[config.mk]
export PLATFORM = sky130hd
export DESIGN_NAME = utf8_stream_decoder
export DESIGN_NICKNAME = d
export VERILOG_FILES = /design/src/rtl/u8d_pkg.sv /design/src/rtl/utf8_stream_decoder.sv /design/src/rtl/u8d_front.sv /design/src/rtl/u8d_queue.sv /design/src/rtl/u8d_back.sv
export SDC_FILE = /design/constraint.sdc
export NUM_CORES = 1
export LEC_CHECK = 0
export BUFFER_PORTS_ARGS = -buffer_cell sky130_fd_sc_hd__buf_2
export CAP_MARGIN = 20
export CORE_MARGIN = 3
export CORE_UTILIZATION = 60
export DETAILED_ROUTE_END_ITERATION = 16
export PLACE_DENSITY = 0.85
export SKIP_LAST_GASP = 1
export SYNTH_ARGS = -nofsm -noshare
export SYNTH_HDL_FRONTEND = slang
export SYNTH_SLANG_ARGS = --single-unit
[constraint.sdc]
create_clock -name i_clk -period 13.6 [get_ports i_clk]
set_input_delay 2.72 -clock i_clk [delete_from_list [all_inputs] [get_ports i_clk]]
set_output_delay 2.72 -clock i_clk [all_outputs]
set_load 0.01 [all_outputs]
[src/rtl/u8d_pkg.sv]
// shared types, constants and helpers of the utf-8 stream decoder
package u8d_pkg;

    localparam int unsigned BYTE_W   = 8;
    localparam int unsigned CP_W     = 21;
    localparam int unsigned USED_W   = 3;
    localparam int unsigned HELD_N   = 3;
    localparam int unsigned Q_DEPTH  = 4;

    // bit patterns that classify a byte
    localparam logic [7:0] MASK_LEAD2 = 8'hE0;
    localparam logic [7:0] PAT_LEAD2  = 8'hC0;
    localparam logic [7:0] MASK_LEAD3 = 8'hF0;
    localparam logic [7:0] PAT_LEAD3  = 8'hE0;
    localparam logic [7:0] MASK_LEAD4 = 8'hF8;
    localparam logic [7:0] PAT_LEAD4  = 8'hF0;
    localparam logic [7:0] MASK_CONT  = 8'hC0;
    localparam logic [7:0] PAT_CONT   = 8'h80;

    localparam logic [2:0] LEN_ONE   = 3'd1;
    localparam logic [2:0] LEN_TWO   = 3'd2;
    localparam logic [2:0] LEN_THREE = 3'd3;
    localparam logic [2:0] LEN_FOUR  = 3'd4;

    // one item's worth of results: up to three flushed bytes, then at most one main entry
    typedef struct packed {
        logic [HELD_N-1:0][BYTE_W-1:0] flush_bytes;
        logic [1:0]                    flush_cnt;
        logic                          has_main;
        logic [CP_W-1:0]               main_cp;
        logic [USED_W-1:0]             main_used;
        logic                          str_end;
    } t_job;

    function automatic logic [2:0] lead_length(input logic [7:0] b);
        logic [2:0] len;
        len = LEN_ONE;
        if ((b & MASK_LEAD2) == PAT_LEAD2) begin
            len = LEN_TWO;
        end else if ((b & MASK_LEAD3) == PAT_LEAD3) begin
            len = LEN_THREE;
        end else if ((b & MASK_LEAD4) == PAT_LEAD4) begin
            len = LEN_FOUR;
        end
        return len;
    endfunction

endpackage

[src/rtl/utf8_stream_decoder.sv]
// top level of the utf-8 stream decoder: front end, job queue, back end
// the results of a byte pass through the job queue and the back-end registers before they are offered
// throughput: one byte per cycle while the job queue is not full; a byte that causes
//   k result items gives them out one by one, and the four-entry job queue absorbs such bursts
// bytes that only extend an open sequence cause no result item
// reset: synchronous active low; clears sequence state, the queue and the back end
module utf8_stream_decoder #(
    parameter int unsigned QDEPTH = u8d_pkg::Q_DEPTH
) (
    input  logic        i_clk,
    input  logic        i_rst_n,
    // input stream
    input  logic        s_tvalid,
    output logic        s_tready,
    input  logic [7:0]  s_tdata,   // [7:0] byte_in
    input  logic        s_tlast,   // string_end
    // output stream
    output logic        m_tvalid,
    input  logic        m_tready,
    output logic [23:0] m_tdata,   // [20:0] code_point, [23:21] bytes_used
    output logic        m_tuser,   // run_last
    output logic        m_tlast    // string_done
);

    localparam int unsigned LVL_W = $clog2(QDEPTH+1);

    logic                s_accept;
    logic                push;
    u8d_pkg::t_job       front_job;
    logic                q_valid;
    u8d_pkg::t_job       q_job;
    logic [LVL_W-1:0]    q_level;
    logic                pop;
    logic [20:0]         cp;
    logic [2:0]          used;

    // input side only stalls when the queue is full
    assign s_tready = q_level != LVL_W'(QDEPTH);
    assign s_accept = s_tvalid && s_tready;

    // classify the byte and decide which results it causes
    u8d_front u_front (
        .i_clk    (i_clk),
        .i_rst_n  (i_rst_n),
        .i_accept (s_accept),
        .i_byte   (s_tdata),
        .i_end    (s_tlast),
        .o_push   (push),
        .o_job    (front_job)
    );

    // decouples byte intake from result delivery
    u8d_queue #(
        .DEPTH (QDEPTH)
    ) u_queue (
        .i_clk   (i_clk),
        .i_rst_n (i_rst_n),
        .i_push  (push),
        .i_job   (front_job),
        .i_pop   (pop),
        .o_valid (q_valid),
        .o_job   (q_job),
        .o_level (q_level)
    );

    // hands out the results of each job in order
    u8d_back u_back (
        .i_clk      (i_clk),
        .i_rst_n    (i_rst_n),
        .i_q_valid  (q_valid),
        .i_q_job    (q_job),
        .o_pop      (pop),
        .o_valid    (m_tvalid),
        .i_ready    (m_tready),
        .o_cp       (cp),
        .o_used     (used),
        .o_run_last (m_tuser),
        .o_str_done (m_tlast)
    );

    assign m_tdata = {used, cp};

    // a string end always produces a result, so the back end is busy once its job has passed the queue
    a_end_gives_output: assert property (@(posedge i_clk) disable iff (!i_rst_n)
        s_accept && s_tlast |-> ##2 m_tvalid)
        else $error("string end produced no pending result");

    // the final result of a string is also the final result of its byte
    a_done_is_run_last: assert property (@(posedge i_clk) disable iff (!i_rst_n)
        m_tvalid && m_tlast |-> m_tuser)
        else $error("string_done without run_last");

    // every result consumed between one and four bytes
    a_used_range: assert property (@(posedge i_clk) disable iff (!i_rst_n)
        m_tvalid |-> (used != 3'd0) && (used <= 3'd4))
        else $error("bytes_used out of range");

    // queue never overfills
    a_queue_bound: assert property (@(posedge i_clk) disable iff (!i_rst_n)
        q_level <= LVL_W'(QDEPTH))
        else $error("job queue overflow");

endmodule

[src/rtl/u8d_front.sv]
// front end: takes bytes, tracks the open sequence and builds result jobs
module u8d_front (
    input  logic              i_clk,
    input  logic              i_rst_n,
    input  logic              i_accept,
    input  logic [7:0]        i_byte,
    input  logic              i_end,
    output logic              o_push,
    output u8d_pkg::t_job     o_job
);

    logic [u8d_pkg::HELD_N-1:0][7:0] r_held, n_held;
    logic [1:0]                      r_count, n_count;
    logic [2:0]                      r_exp, n_exp;

    logic        is_cont;
    logic [2:0]  len;
    logic [2:0]  total;
    logic [20:0] dec_cp;

    always_comb begin
        is_cont = (i_byte & u8d_pkg::MASK_CONT) == u8d_pkg::PAT_CONT;
        len     = u8d_pkg::lead_length(i_byte);
        total   = {1'b0, r_count} + 3'd1;
        case (r_exp)
            u8d_pkg::LEN_TWO:   dec_cp = {10'd0, r_held[0][4:0], i_byte[5:0]};
            u8d_pkg::LEN_THREE: dec_cp = {5'd0, r_held[0][3:0], r_held[1][5:0], i_byte[5:0]};
            default:            dec_cp = {r_held[0][2:0], r_held[1][5:0], r_held[2][5:0],
                                          i_byte[5:0]};
        endcase
    end

    always_comb begin
        n_held = r_held;
        n_count = r_count;
        n_exp = r_exp;
        o_job.flush_bytes = r_held;
        o_job.flush_cnt = 2'd0;
        o_job.has_main = 1'b0;
        o_job.main_cp = {13'd0, i_byte};
        o_job.main_used = u8d_pkg::LEN_ONE;
        o_job.str_end = i_end;
        if (r_count != 2'd0 && is_cont) begin
            if (total == r_exp) begin
                o_job.has_main = 1'b1;
                o_job.main_cp = dec_cp;
                o_job.main_used = r_exp;
                n_count = 2'd0;
                n_exp = 3'd0;
            end else begin
                case (r_count)
                    2'd1:    n_held[1] = i_byte;
                    2'd2:    n_held[2] = i_byte;
                    default: n_held = r_held;
                endcase
                if (r_count != 2'd3) begin
                    n_count = r_count + 2'd1;
                end
                if (i_end) begin
                    // cut short at string end: every held byte goes out alone
                    o_job.flush_bytes = n_held;
                    o_job.flush_cnt = n_count;
                    n_count = 2'd0;
                    n_exp = 3'd0;
                end
            end
        end else begin
            // broken sequence (or none open): held bytes go out first
            o_job.flush_cnt = r_count;
            n_count = 2'd0;
            n_exp = 3'd0;
            if (len != u8d_pkg::LEN_ONE && !i_end) begin
                n_held[0] = i_byte;
                n_count = 2'd1;
                n_exp = len;
            end else begin
                o_job.has_main = 1'b1;
            end
        end
        o_push = i_accept && (o_job.has_main || o_job.flush_cnt != 2'd0);
    end

    always_ff @(posedge i_clk) begin
        if (!i_rst_n) begin
            r_count <= 2'd0;
            r_exp <= 3'd0;
        end else if (i_accept) begin
            r_count <= n_count;
            r_exp <= n_exp;
        end
    end

    always_ff @(posedge i_clk) begin
        if (i_accept) begin
            r_held <= n_held;
        end
    end

endmodule

[src/rtl/u8d_queue.sv]
// short job queue between front and back ends
module u8d_queue #(
    parameter int unsigned DEPTH = u8d_pkg::Q_DEPTH
) (
    input  logic                        i_clk,
    input  logic                        i_rst_n,
    input  logic                        i_push,
    input  u8d_pkg::t_job               i_job,
    input  logic                        i_pop,
    output logic                        o_valid,
    output u8d_pkg::t_job               o_job,
    output logic [$clog2(DEPTH+1)-1:0]  o_level
);

    localparam int unsigned PTR_W = (DEPTH > 1) ? $clog2(DEPTH) : 1;
    localparam int unsigned LVL_W = $clog2(DEPTH+1);
    localparam logic [PTR_W-1:0] LAST_PTR = PTR_W'(DEPTH - 1);

    u8d_pkg::t_job    r_mem [DEPTH];
    logic [PTR_W-1:0] r_wr, r_rd;
    logic [LVL_W-1:0] r_level;
    logic             do_pop;

    assign o_valid = r_level != '0;
    assign o_job   = r_mem[r_rd];
    assign o_level = r_level;
    assign do_pop  = i_pop && o_valid;

    always_ff @(posedge i_clk) begin
        if (!i_rst_n) begin
            r_wr <= '0;
            r_rd <= '0;
            r_level <= '0;
        end else begin
            if (i_push) begin
                r_wr <= (r_wr == LAST_PTR) ? '0 : r_wr + PTR_W'(1);
            end
            if (do_pop) begin
                r_rd <= (r_rd == LAST_PTR) ? '0 : r_rd + PTR_W'(1);
            end
            if (i_push && !do_pop) begin
                r_level <= r_level + LVL_W'(1);
            end else if (!i_push && do_pop) begin
                r_level <= r_level - LVL_W'(1);
            end
        end
    end

    always_ff @(posedge i_clk) begin
        if (i_push) begin
            r_mem[r_wr] <= i_job;
        end
    end

endmodule

[src/rtl/u8d_back.sv]
// back end: plays a job out as one result item per cycle while the receiver is ready
module u8d_back (
    input  logic           i_clk,
    input  logic           i_rst_n,
    input  logic           i_q_valid,
    input  u8d_pkg::t_job  i_q_job,
    output logic           o_pop,
    output logic           o_valid,
    input  logic           i_ready,
    output logic [20:0]    o_cp,
    output logic [2:0]     o_used,
    output logic           o_run_last,
    output logic           o_str_done
);

    u8d_pkg::t_job r_job;
    logic          r_busy, n_busy;
    logic [1:0]    r_idx, n_idx;
    logic          is_flush, is_last, fire, load;

    always_comb begin
        is_flush = r_idx < r_job.flush_cnt;
        is_last  = r_job.has_main ? (r_idx == r_job.flush_cnt)
                                  : (r_idx == r_job.flush_cnt - 2'd1);
        if (is_flush) begin
            case (r_idx)
                2'd0:    o_cp = {13'd0, r_job.flush_bytes[0]};
                2'd1:    o_cp = {13'd0, r_job.flush_bytes[1]};
                default: o_cp = {13'd0, r_job.flush_bytes[2]};
            endcase
            o_used = u8d_pkg::LEN_ONE;
        end else begin
            o_cp = r_job.main_cp;
            o_used = r_job.main_used;
        end
        o_valid    = r_busy;
        o_run_last = is_last;
        o_str_done = is_last && r_job.str_end;
        fire   = r_busy && i_ready;
        load   = !r_busy || (fire && is_last);
        o_pop  = load && i_q_valid;
        n_busy = load ? i_q_valid : r_busy;
        n_idx  = load ? 2'd0 : (fire ? r_idx + 2'd1 : r_idx);
    end

    always_ff @(posedge i_clk) begin
        if (!i_rst_n) begin
            r_busy <= 1'b0;
            r_idx <= 2'd0;
        end else begin
            r_busy <= n_busy;
            r_idx <= n_idx;
        end
    end

    always_ff @(posedge i_clk) begin
        if (o_pop) begin
            r_job <= i_q_job;
        end
    end

endmodule

==> results of run 1 <==
==> final timing paths <==
kind	from	end	slack (ns)	cells past startpoint
worst min-delay path	u_front.r_held[5]	u_queue.r_mem[3][33]	0.51	0
worst min register to register	u_front.r_held[5]	u_queue.r_mem[3][33]	0.51	0
worst max-delay path	u_back.r_idx[1]	m_tdata[7]	7.86	6
worst max register to register	u_front.r_count[0]	u_queue.r_mem[3][25]	9.94	7
==> per-layer routing <==
metal,vias up,track usage (%)
met3,91,5.152
li1,2541,-
met1,3055,30.00
met4,4,9.831
met5,-,0
met2,324,38.32
==> cell usage in the layout, fill, tap and decap left out, types with 5 or more instances in the layout <==
cell type  instances
edfxtp_1         284
mux4_2            52
buf_2             40
nand2_1           32
clkbuf_16         29
nor2_1            26
mux2_2            23
nor2b_1           17
inv_1             14
ha_1              14
dfxtp_1           13
a21oi_1           10
mux2i_1           10
mux2_4             9
nand3_1            9
and2_1             9
a22oi_1            8
a31oi_1            8
buf_4              6
o21ai_0            5
clkbuf_1           5
clkinv_1           5
==> layout make-up <==
| type | count | share of cell area, % |
|---|---|---|
| clock buffer | 38 | 5.989 |
| clock inverter | 16 | 1.425 |
| inverter | 14 | 0.3936 |
| multi-input combinational | 276 | 21.55 |
| sequential | 299 | 66.17 |
| tap | 260 | 2.437 |
| timing repair buffer | 47 | 2.043 |
==> worst reg2reg max path: cells and delay by family (launching register included) <==
family,cells,cell delay [ns]
and+or+nand+nor,1,0.65
adders and majority gates,1,0.33
AOI/OAI and AO/OA,2,0.76
buffers and inverters,2,0.71
xor gates and xnor gates,1,0.40
DFF,1,0.44
==> logic make-up (layout without fill, tap and decap cells) <==
kind of cell | Yosys count | count (layout)
mux | 94 | 94
simple gates | 113 | 113
buf+inv | 41 | 115
fa+ha+maj | 15 | 15
xor+xnor | 7 | 7
compound gates | 47 | 47
flops | 299 | 299
==> cell usage after synthesis, types with 10 or more instances <==
| master | number |
|---|---|
| inv_1 | 14 |
| dfxtp_1 | 15 |
| mux4_2 | 52 |
| edfxtp_1 | 284 |
| clkbuf_1 | 19 |
| ha_1 | 14 |
| mux2_2 | 23 |
| and2_1 | 13 |
| nor2_1 | 27 |
| nor2b_1 | 17 |
| nand2_1 | 32 |
| a21oi_1 | 11 |
| mux2i_1 | 10 |
==> state kept, by name (all words and copies together) (netlist names) <==
signal / flops
u_queue.o_level: 3
u_queue.r_rd: 2
u_front.r_held: 24
u_back.r_job: 52
u_queue.r_wr: 2
u_front.r_exp: 3
u_front.r_count: 2
u_queue.r_mem: 208
u_back.r_idx: 2
u_back.o_valid: 1
==> where the power goes <==
part / internal, W / total [W] / switching (W)
registers: 0.00121 / 0.00128 / 0.0000639
logic: 0.000256 / 0.000586 / 0.000330
clock network: 0.000490 / 0.000822 / 0.000332
==> stage by stage <==
stage | utilization [%] | setup WS [ns] | std cells | hold WS (ns) | total power (W)
after floorplan | - | 7.036 | 616 | 0.4587 | 0.001684
after global placement | 64.64 | 8.164 | 895 | 0.4681 | 0.001844
after detailed placement | 64.64 | 8.095 | 895 | 0.4841 | 0.001875
after CTS | 69.82 | 7.942 | 949 | 0.5018 | 0.002699
after global routing | 69.97 | 7.781 | 950 | 0.5295 | 0.002798
final | 69.97 | 7.860 | 950 | 0.5078 | 0.002686
==> flow_summary_export.csv, run 1 <==
group,metric,value,unit
run_status,outcome,"finished clean",
final_layout,synthToLayoutAreaGrowth,12.66,%
floorplanning,ios,41,
global_route,track_usage,23.11,%
global_route,grt_pass1_wl,37.67,mm
cts,cts_hold_buf,0,
final_layout,postLayoutCellArea,13350,sq um
routing,wl_met2,12.20,mm
cts,clockBufferDepth,3,
routing,top_layer,"met5",
logic_synthesis,synth-async-reset-ratio,0,%
global_route,grt_pass1_vias,6434,
logic_synthesis,synth_top_family_by_area,"multiplexers",
logic_synthesis,ys_ff_latch,299,
routing,drc,0,
global_route,antenna_found_initial,2,
critical_path,path_buf_inv,2,
critical_path,path_max_fanout,9,
cts,clock_latency,0.55,ns
critical_path,cp.arrival,3.02,ns
timing,finalHoldViolCount,0,
floorplanning,initial_utilization,62.10,%
logic_synthesis,yosys.area_share.simple,4.772,%
routing,drt_iter0_drc,525,
run,cap_violations,0,
final_layout,antenna_cells,0,
logic_synthesis,synth-adder-area-share,1.647,%
timing,final.setup_skew,0.01418,ns
logic_synthesis,yosysSeqAreaShare,74.50,%
placed_design,placed_cell_area,12330,sq um
logic_synthesis,yosys-top-cells-area,"edfxtp_1, mux4_2, dfxtp_1",
pwr,peakVddDrop,0.1464,mV
floorplanning,dieArea,21470,sq um
logic_synthesis,yosys_warnings,0,
timing,setup_viol,0,
placed_design,io_buffers,40,
logic_synthesis,synth_xor_area_share,0.7074,%
logic_synthesis,synth_edf_count,284,
timing,worst_slew_pin_slew,1.013,ns
routing,ant_nets,0,
placed_design,hpwl,13.75,mm
cts,ctsResizeCount,0,
floorplanning,die_h,146.5,um
logic_synthesis,synthFlopType,"edfxtp_1",
timing,fin_setup_tns,0,ns
timing,min_period,5.740,ns
routing,drt_pass1_iterations,5,
critical_path,cpMaxStageDelayCell,"nor2_1",
routing,dr_wl_met3,2.017,mm
logic_synthesis,yosys.area.top_type_share,71.97,%
timing,relSlewSlack,32.29,%
critical_path,critPathLaunchType,"flop",
critical_path,crit_chain,"inv_1 > ha_1 > nor2_1 > nand2_1 > a31oi_1 > buf_2",
cts,cts_tree,"done",
cts,cts_setup_buffers,0,
logic_synthesis,syn_nets,644,
routing,drt-total-wl,24.36,mm
timing,clock.fmax,174.2,MHz
critical_path,critPathKind,"flop to output port",
cts,cts_buffers,29,
cts,cts.sinks,299,
logic_synthesis,synth_cell_types,49,
routing,wirelength_met1,9.084,mm
logic_synthesis,synthMuxAreaShare,14.05,%
global_route,overflow,0,
critical_path,crit_path_max_incr_delay,0.81,ns
logic_synthesis,synth.avg_cell_area,19.24,sq um
final_layout,nNetsFinal,695,
cts,path_clk_slew,0.06,ns
logic_synthesis,synth-compound-area-share,2.893,%
final_layout,drive_gt1_share,27.83,%
timing,rsz0062_at_grt,"no",
pwr,power_density,201.2,nW/um^2
cts,htree_levels,1,
critical_path,cpLargestDelayFamily,"simple AND/OR/NAND/NOR gates",
final_layout,multi_input_area,2877,sq um
critical_path,end_kind,"output port",
final_layout,seqCellArea,8833,sq um
logic_synthesis,postSynthCellCount,616,
routing,post_drt_wl_per_cell,25.64,um
critical_path,worstPathRequired,10.88,ns
timing,post-route-period-util,42.20,%
pwr,p_leak,4.499,nW
global_route,grt_max_degree,56,
routing,vias_per_cell,6.332,
timing,maxSlewViolCount,0,
final_layout,fillers,1128,
logic_synthesis,netlist_area,11850,sq um
floorplanning,core,19080,sq um
cts,cts_root_buf,"clkbuf_16",
floorplanning,die-width,146.5,um
placed_design,gp_congestion,0.7673,
floorplanning,rows,50,
logic_synthesis,yosysTopAreaCell,"edfxtp_1",
hold_path,min_path_type,"flop to flop",
routing,vias,6015,
Note: power is estimated with default switching activity, not from simulation.
==> run 2, diff against run 1 <==
==> constraint.sdc (replaced) <==
create_clock -name i_clk -period 5.7 [get_ports i_clk]
set_input_delay 1.14 -clock i_clk [delete_from_list [all_inputs] [get_ports i_clk]]
set_output_delay 1.14 -clock i_clk [all_outputs]
set_load 0.01 [all_outputs]
==> run 2 against run 1 <==
  * Combinational power is 140% higher
  * Register-to-register slack worse by 7.9 ns
  * Highest routed layer unchanged
  * Critical path depth stayed put
  * First-iteration DRC count is 40% higher
  * Largest power group unchanged
==> flow_summary_export.csv, run 2 (same netlist as run 1, synthesis figures left out) <==
group,metric,value,unit
timing,setup_viol,0,
final_layout,mostFrequentLayoutCell,"edfxtp_1",
critical_path,end_kind,"output port",
cts,cts_hold_buf,0,
floorplanning,core,19080,sq um
placed_design,place_ws,1.639,ns
hold_path,hold_start,"u_front.r_held[5]",
cts,htree_levels,1,
final_layout,layout.cells.non_filler,948,
timing,setup_ws,1.550,ns
routing,drc,0,
run_status,outcome,"finished clean",
placed_design,dp_cells,895,
timing,maxSlewViolCount,0,
critical_path,ff2ff_path_depth,7,
routing,vias,5926,
pwr,internal_power,0.004793,W
final_layout,nNetsFinal,695,
routing,top_layer,"met5",
hold_path,hold_depth,0,
final_layout,largest_register_ffs,208,
placed_design,gp_congestion,0.7745,
cts,clock_latency,0.53,ns
placed_design,io_buffers,40,
pwr,power.net_switching,0.001709,W
timing,fin_setup_tns,0,ns
critical_path,crit_path_max_incr_delay,0.85,ns
floorplanning,ios,41,
global_route,grt_max_degree,56,
critical_path,path_max_fanout,9,
critical_path,cpMaxStageDelayCell,"nor2_1",
routing,wirelength_met1,9.063,mm
hold_path,whs_endpoint,"u_queue.r_mem[2][33]",
cts,cts_tree,"done",
pwr,p_leak,4.530,nW
final_layout,drive_gt1_share,27.91,%
final_layout,synthToLayoutAreaGrowth,13.01,%
critical_path,r2r_end,"u_queue.r_mem[2][11]",
global_route,overflow,0,
routing,ant_nets,0,
run,cap_violations,0,
pwr,combPwrFrac,21.2,%
global_route,track_usage,22.53,%
final_layout,final_cell_mix,"edfxtp_1, mux4_2, buf_2",
global_route,antenna_found_initial,1,
placed_design,hpwl,13.66,mm
cts,clockBufferDepth,3,
cts,cts_root_buf,"clkbuf_16",
timing,clock.fmax,241.0,MHz
routing,drt_pass1_iterations,5,
cts,path_clk_slew,0.06,ns
critical_path,r2r_slack,2.00,ns
floorplanning,die_h,146.5,um
floorplanning,rows,50,
global_route,grt_pass1_wl,36.84,mm
routing,wl_met2,11.94,mm
final_layout,reg_top3,"u_queue.r_mem (208), u_back.r_job (52), u_front.r_held (24)",
routing,post_drt_wl_per_cell,24.91,um
critical_path,critPathKind,"flop to output port",
timing,min_period,4.150,ns
cts,ctsResizeCount,0,
hold_path,min_path_type,"flop to flop",
timing,rsz0062_at_grt,"no",
timing,finalHoldViolCount,0,
routing,drt-total-wl,23.61,mm
global_route,grt_pass1_vias,6316,
critical_path,crit_chain,"inv_1 > ha_1 > nor2_1 > nand2_1 > a31oi_1 > buf_2",
cts,cts.sinks,299,
pwr,power_density,485.5,nW/um^2
routing,drt_iter0_drc,736,
critical_path,critPathLaunchType,"flop",
pwr,clkPwrFrac,31.7,%
critical_path,crit-reg2reg-launch,"u_front.r_count[0]",
pwr,peakVddDrop,0.3394,mV
cts,cts_setup_buffers,0,
timing,relSlewSlack,32.43,%
timing,post-route-period-util,72.81,%
routing,vias_per_cell,6.251,
timing,worst_slew_pin_slew,1.014,ns
floorplanning,die-width,146.5,um
cts,cts_buffers,29,
pwr,sequentialPowerShare,47.1,%
pwr,p_sw_share,26.28,%
floorplanning,dieArea,21470,sq um
timing,final.setup_skew,0.01168,ns
final_layout,largest_register,"u_queue.r_mem",
final_layout,antenna_cells,0,
routing,dr_wl_met3,1.931,mm
floorplanning,initial_utilization,62.10,%
critical_path,worstPathRequired,4.56,ns
critical_path,cp.arrival,3.01,ns
## run 2: cell count changes in the layout (fill, tap and decap cells not counted), moves of 2 or more
cell,change
clkinv_2,+5
clkinvlp_4,-2
clkbuf_8,-4
inv_6,-2
bufinv_16,+4
## run 2: power groups by stage
stage                     sequential, W  clock, W  combinational [W]
after floorplan                 0.00302         0           0.000996
after global placement          0.00317         0            0.00123
after detailed placement        0.00320         0            0.00128
after CTS                       0.00316   0.00208            0.00129
after global routing            0.00310   0.00217            0.00150
final                           0.00306   0.00206            0.00138
## run 2: how the worst max path moves through the flow
stage | start | cells past startpoint | slack, ns | to
2_1_floorplan | m_tready | 10 | 0.72 | u_queue.o_level[2]
3_3_place_gp | m_tready | 12 | 1.87 | u_queue.o_level[2]
3_5_place_dp | m_tready | 12 | 1.64 | u_queue.o_level[2]
4_1_cts | u_back.r_idx[1] | 6 | 1.62 | m_tdata[5]
5_1_grt | u_back.r_idx[1] | 6 | 1.44 | m_tdata[5]
6_report | u_back.r_idx[1] | 6 | 1.55 | m_tdata[5]
## run 2: critical path, delay by kind of cell (launching register included)
kind                     cells  cell delay [ns]
AND/OR/NAND/NOR              2             1.01
adder cells (fa/ha/maj)      1             0.41
flip-flops                   1             0.39
AO/OA/AOI/OAI                1             0.36
buffers and inverters        2             0.29
## run 2: routing by layer
metal  track usage [%]  up-vias
li1                  -     2531
met2             37.30      290
met3             4.687       57
met4             8.467        2
met5                 0        -
met1             30.04     3046
## run 2: per-stage QoR
step                      utilization [%]  hold slack, ns  area (sq um)  power, W
after floorplan                         -          0.4587         11850  0.004018
after global placement              64.64          0.4715         12330  0.004405
after detailed placement            64.64          0.4942         12330  0.004474
after CTS                           70.04          0.5080         13360  0.006528
after global routing                70.18          0.5282         13390  0.006772
final                               70.18          0.5102         13390  0.006502
## run 2: final cells by class
cell class              instances  area (sq um)
flip-flops and latches        299          8833
fillers                      1118          5689
multi-input cells             276          2877
clock buffers                  33         740.7
well taps                     260         325.3
clock inverters                19         290.3
repair buffers                 47         272.8
inverters                      14         52.55
==> run 3, diff against run 2 <==
--- a/config.mk
+++ b/config.mk
@@ -8,9 +8,9 @@
 export BUFFER_PORTS_ARGS = -buffer_cell sky130_fd_sc_hd__buf_2
 export CAP_MARGIN = 20
 export CORE_MARGIN = 3
-export CORE_UTILIZATION = 60
+export CORE_UTILIZATION = 55
 export DETAILED_ROUTE_END_ITERATION = 16
-export PLACE_DENSITY = 0.85
+export PLACE_DENSITY = 0.83
 export SKIP_LAST_GASP = 1
 export SYNTH_ARGS = -nofsm -noshare
 export SYNTH_HDL_FRONTEND = slang
==> constraint.sdc (replaced) <==
create_clock -name i_clk -period 3.65 [get_ports i_clk]
set_input_delay 0.73 -clock i_clk [delete_from_list [all_inputs] [get_ports i_clk]]
set_output_delay 0.73 -clock i_clk [all_outputs]
set_load 0.01 [all_outputs]
==> run 3 against run 2 <==
  * Non-clock buffer count is 10 higher
  * Sequential power is 55% higher
  * Combinational power is 59% higher
  * Utilization is 7.1 points lower
  * Via count is 0.27% lower
  * Final area is 0.71% lower
  * Register-to-register slack worse by 1.7 ns
  * Clock skew is 0.0069 ns higher
  * Clock-buffer cell count is 6 higher
  * Final cell count is 2.5% higher
  * Total power is 47% higher
  * Critical path type is now flop to flop
  * Largest cell class unchanged
==> flow_summary_export.csv, run 3 (same netlist as run 1, synthesis figures left out) <==
group,metric,value,unit
timing,worst_slew_pin_slew,0.8676,ns
routing,drt-total-wl,23.10,mm
critical_path,crit_chain,"inv_1 > ha_1 > xnor2_1 > a311oi_1 > a311oi_4 > and2_2 > buf_4",
final_layout,synthToLayoutAreaGrowth,12.21,%
routing,post_drt_wl_per_cell,23.76,um
routing,drt_iter0_drc,641,
cts,cts_hold_buf,0,
cts,cts_root_buf,"clkbuf_16",
run_status,outcome,"finished clean",
floorplanning,initial_utilization,56.19,%
floorplanning,dieArea,23340,sq um
timing,clock.fmax,297.7,MHz
final_layout,utilization,63.05,%
global_route,antenna_found_initial,0,
critical_path,critPathKind,"flop to flop",
final_layout,nNetsFinal,704,
cts,htree_levels,1,
critical_path,crit_path_max_incr_delay,0.77,ns
floorplanning,die-width,152.8,um
critical_path,cpLargestDelayFamily,"simple AND/OR/NAND/NOR gates",
floorplanning,core,21090,sq um
routing,vias,5910,
cts,cts_tree,"done",
global_route,busiest_layer,"met2",
global_route,grt_pass1_vias,6166,
placed_design,io_buffers,40,
floorplanning,rows,53,
pwr,power_density,719.2,nW/um^2
cts,cts.sinks,299,
critical_path,critPathLaunchType,"flop",
timing,min_period,3.359,ns
global_route,met2_usage,33.19,%
global_route,use_met1,28.12,%
timing,maxSlewViolCount,0,
critical_path,cp.arrival,3.58,ns
final_layout,antenna_cells,0,
timing,post-route-period-util,92.03,%
cts,ctsResizeCount,0,
timing,setup_viol,0,
hold_path,min_path_type,"input pin to flop",
cts,clock_latency,0.55,ns
final_layout,reg_top3,"u_queue.r_mem (208), u_back.r_job (52), u_front.r_held (24)",
critical_path,path_max_fanout,30,
cts,clockBufferDepth,3,
global_route,overflow,0,
routing,drt_pass1_iterations,5,
cts,path_clk_slew,0.06,ns
final_layout,largest_register_ffs,208,
floorplanning,die_h,152.8,um
pwr,peakVddDrop,0.4428,mV
run,cap_violations,0,
timing,rsz0062_at_grt,"no",
timing,fin_setup_tns,0,ns
routing,ant_nets,0,
critical_path,end_kind,"flop",
global_route,met3_usage,2.925,%
final_layout,largest_register,"u_queue.r_mem",
routing,vias_per_cell,6.080,
final_layout,mostFrequentLayoutCell,"edfxtp_1",
timing,finalHoldViolCount,0,
global_route,grt_max_degree,56,
final_layout,final_cell_mix,"edfxtp_1, mux4_2, buf_2",
critical_path,path_buf_inv,2,
placed_design,hpwl,13.97,mm
timing,relSlewSlack,42.16,%
global_route,track_usage,20.03,%
global_route,grt_pass1_wl,36.35,mm
cts,cts_setup_buffers,0,
timing,final.setup_skew,0.01859,ns
final_layout,drive_gt1_share,27.83,%
placed_design,gp_congestion,0.8532,
floorplanning,ios,41,
critical_path,cpMaxStageDelayCell,"and2_2",
critical_path,worstPathRequired,3.87,ns
routing,drc,0,
pwr,p_leak,4.475,nW
cts,cts_buffers,28,
run 3: cell types whose count changed in the layout (fill, tap and decap cells not counted), sizes merged:
cell,before,now
buf,47,57
bufinv,8,0
clkbuf,33,39
clkinvlp,0,1
run 3: where the power goes:
group | total (W) | leakage, nW | switching (W) | internal, W
combinational | 0.00219 | 1.23 | 0.00123 | 0.000962
sequential | 0.00473 | 2.83 | 0.000210 | 0.00452
clock | 0.00265 | 0.406 | 0.00118 | 0.00147
run 3: through the flow:
stage | hold WS, ns | power, W | worst slack [ns] | cell area, sq um | std cells
after detailed placement | 0.4995 | 0.007020 | 0.2895 | 12460 | 921
after global routing | 0.4708 | 0.009994 | 0.1224 | 13300 | 972
final | 0.4939 | 0.009563 | 0.2910 | 13300 | 972
after global placement | 0.4736 | 0.006922 | 0.4990 | 12460 | 921
after CTS | 0.4689 | 0.009659 | 0.2957 | 13300 | 972
after floorplan | 0.4587 | 0.006263 | 0.01922 | 11850 | 616
run 3: area by class of cell:
cell class / instances / area [sq um]
tap: 275 / 344.1
sequential: 299 / 8833
fill: 1395 / 7791
clock buffer: 39 / 772.0
timing repair buffer: 57 / 352.8
clock inverter: 12 / 65.06
inverter: 14 / 52.55
multi-input combinational: 276 / 2877
run 3: routing by layer:
metal	vias up	wire, um
met2	322	11610
li1	2559	-
met5	-	0
met4	0	553
met3	55	1875
met1	2974	9054
run 3: worst paths after layout:
path                       from              endpoint  slack, ns  cells after the start
max          u_front.r_count[0]  u_queue.r_mem[1][22]       0.29                      7
min reg2reg  u_queue.o_level[2]    u_queue.o_level[2]       0.50                      2
max reg2reg  u_front.r_count[0]  u_queue.r_mem[1][22]       0.29                      7
min                  s_tdata[0]   u_queue.r_mem[1][4]       0.49                      1
run 3: worst register-to-register path: stages, from the launching register on:
cell and delay [ns]:
dfxtp_1 0.46, inv_1 0.18, ha_1 0.35, xnor2_1 0.23, a311oi_1 0.21, a311oi_4 0.48, and2_2 0.77, buf_4 0.37
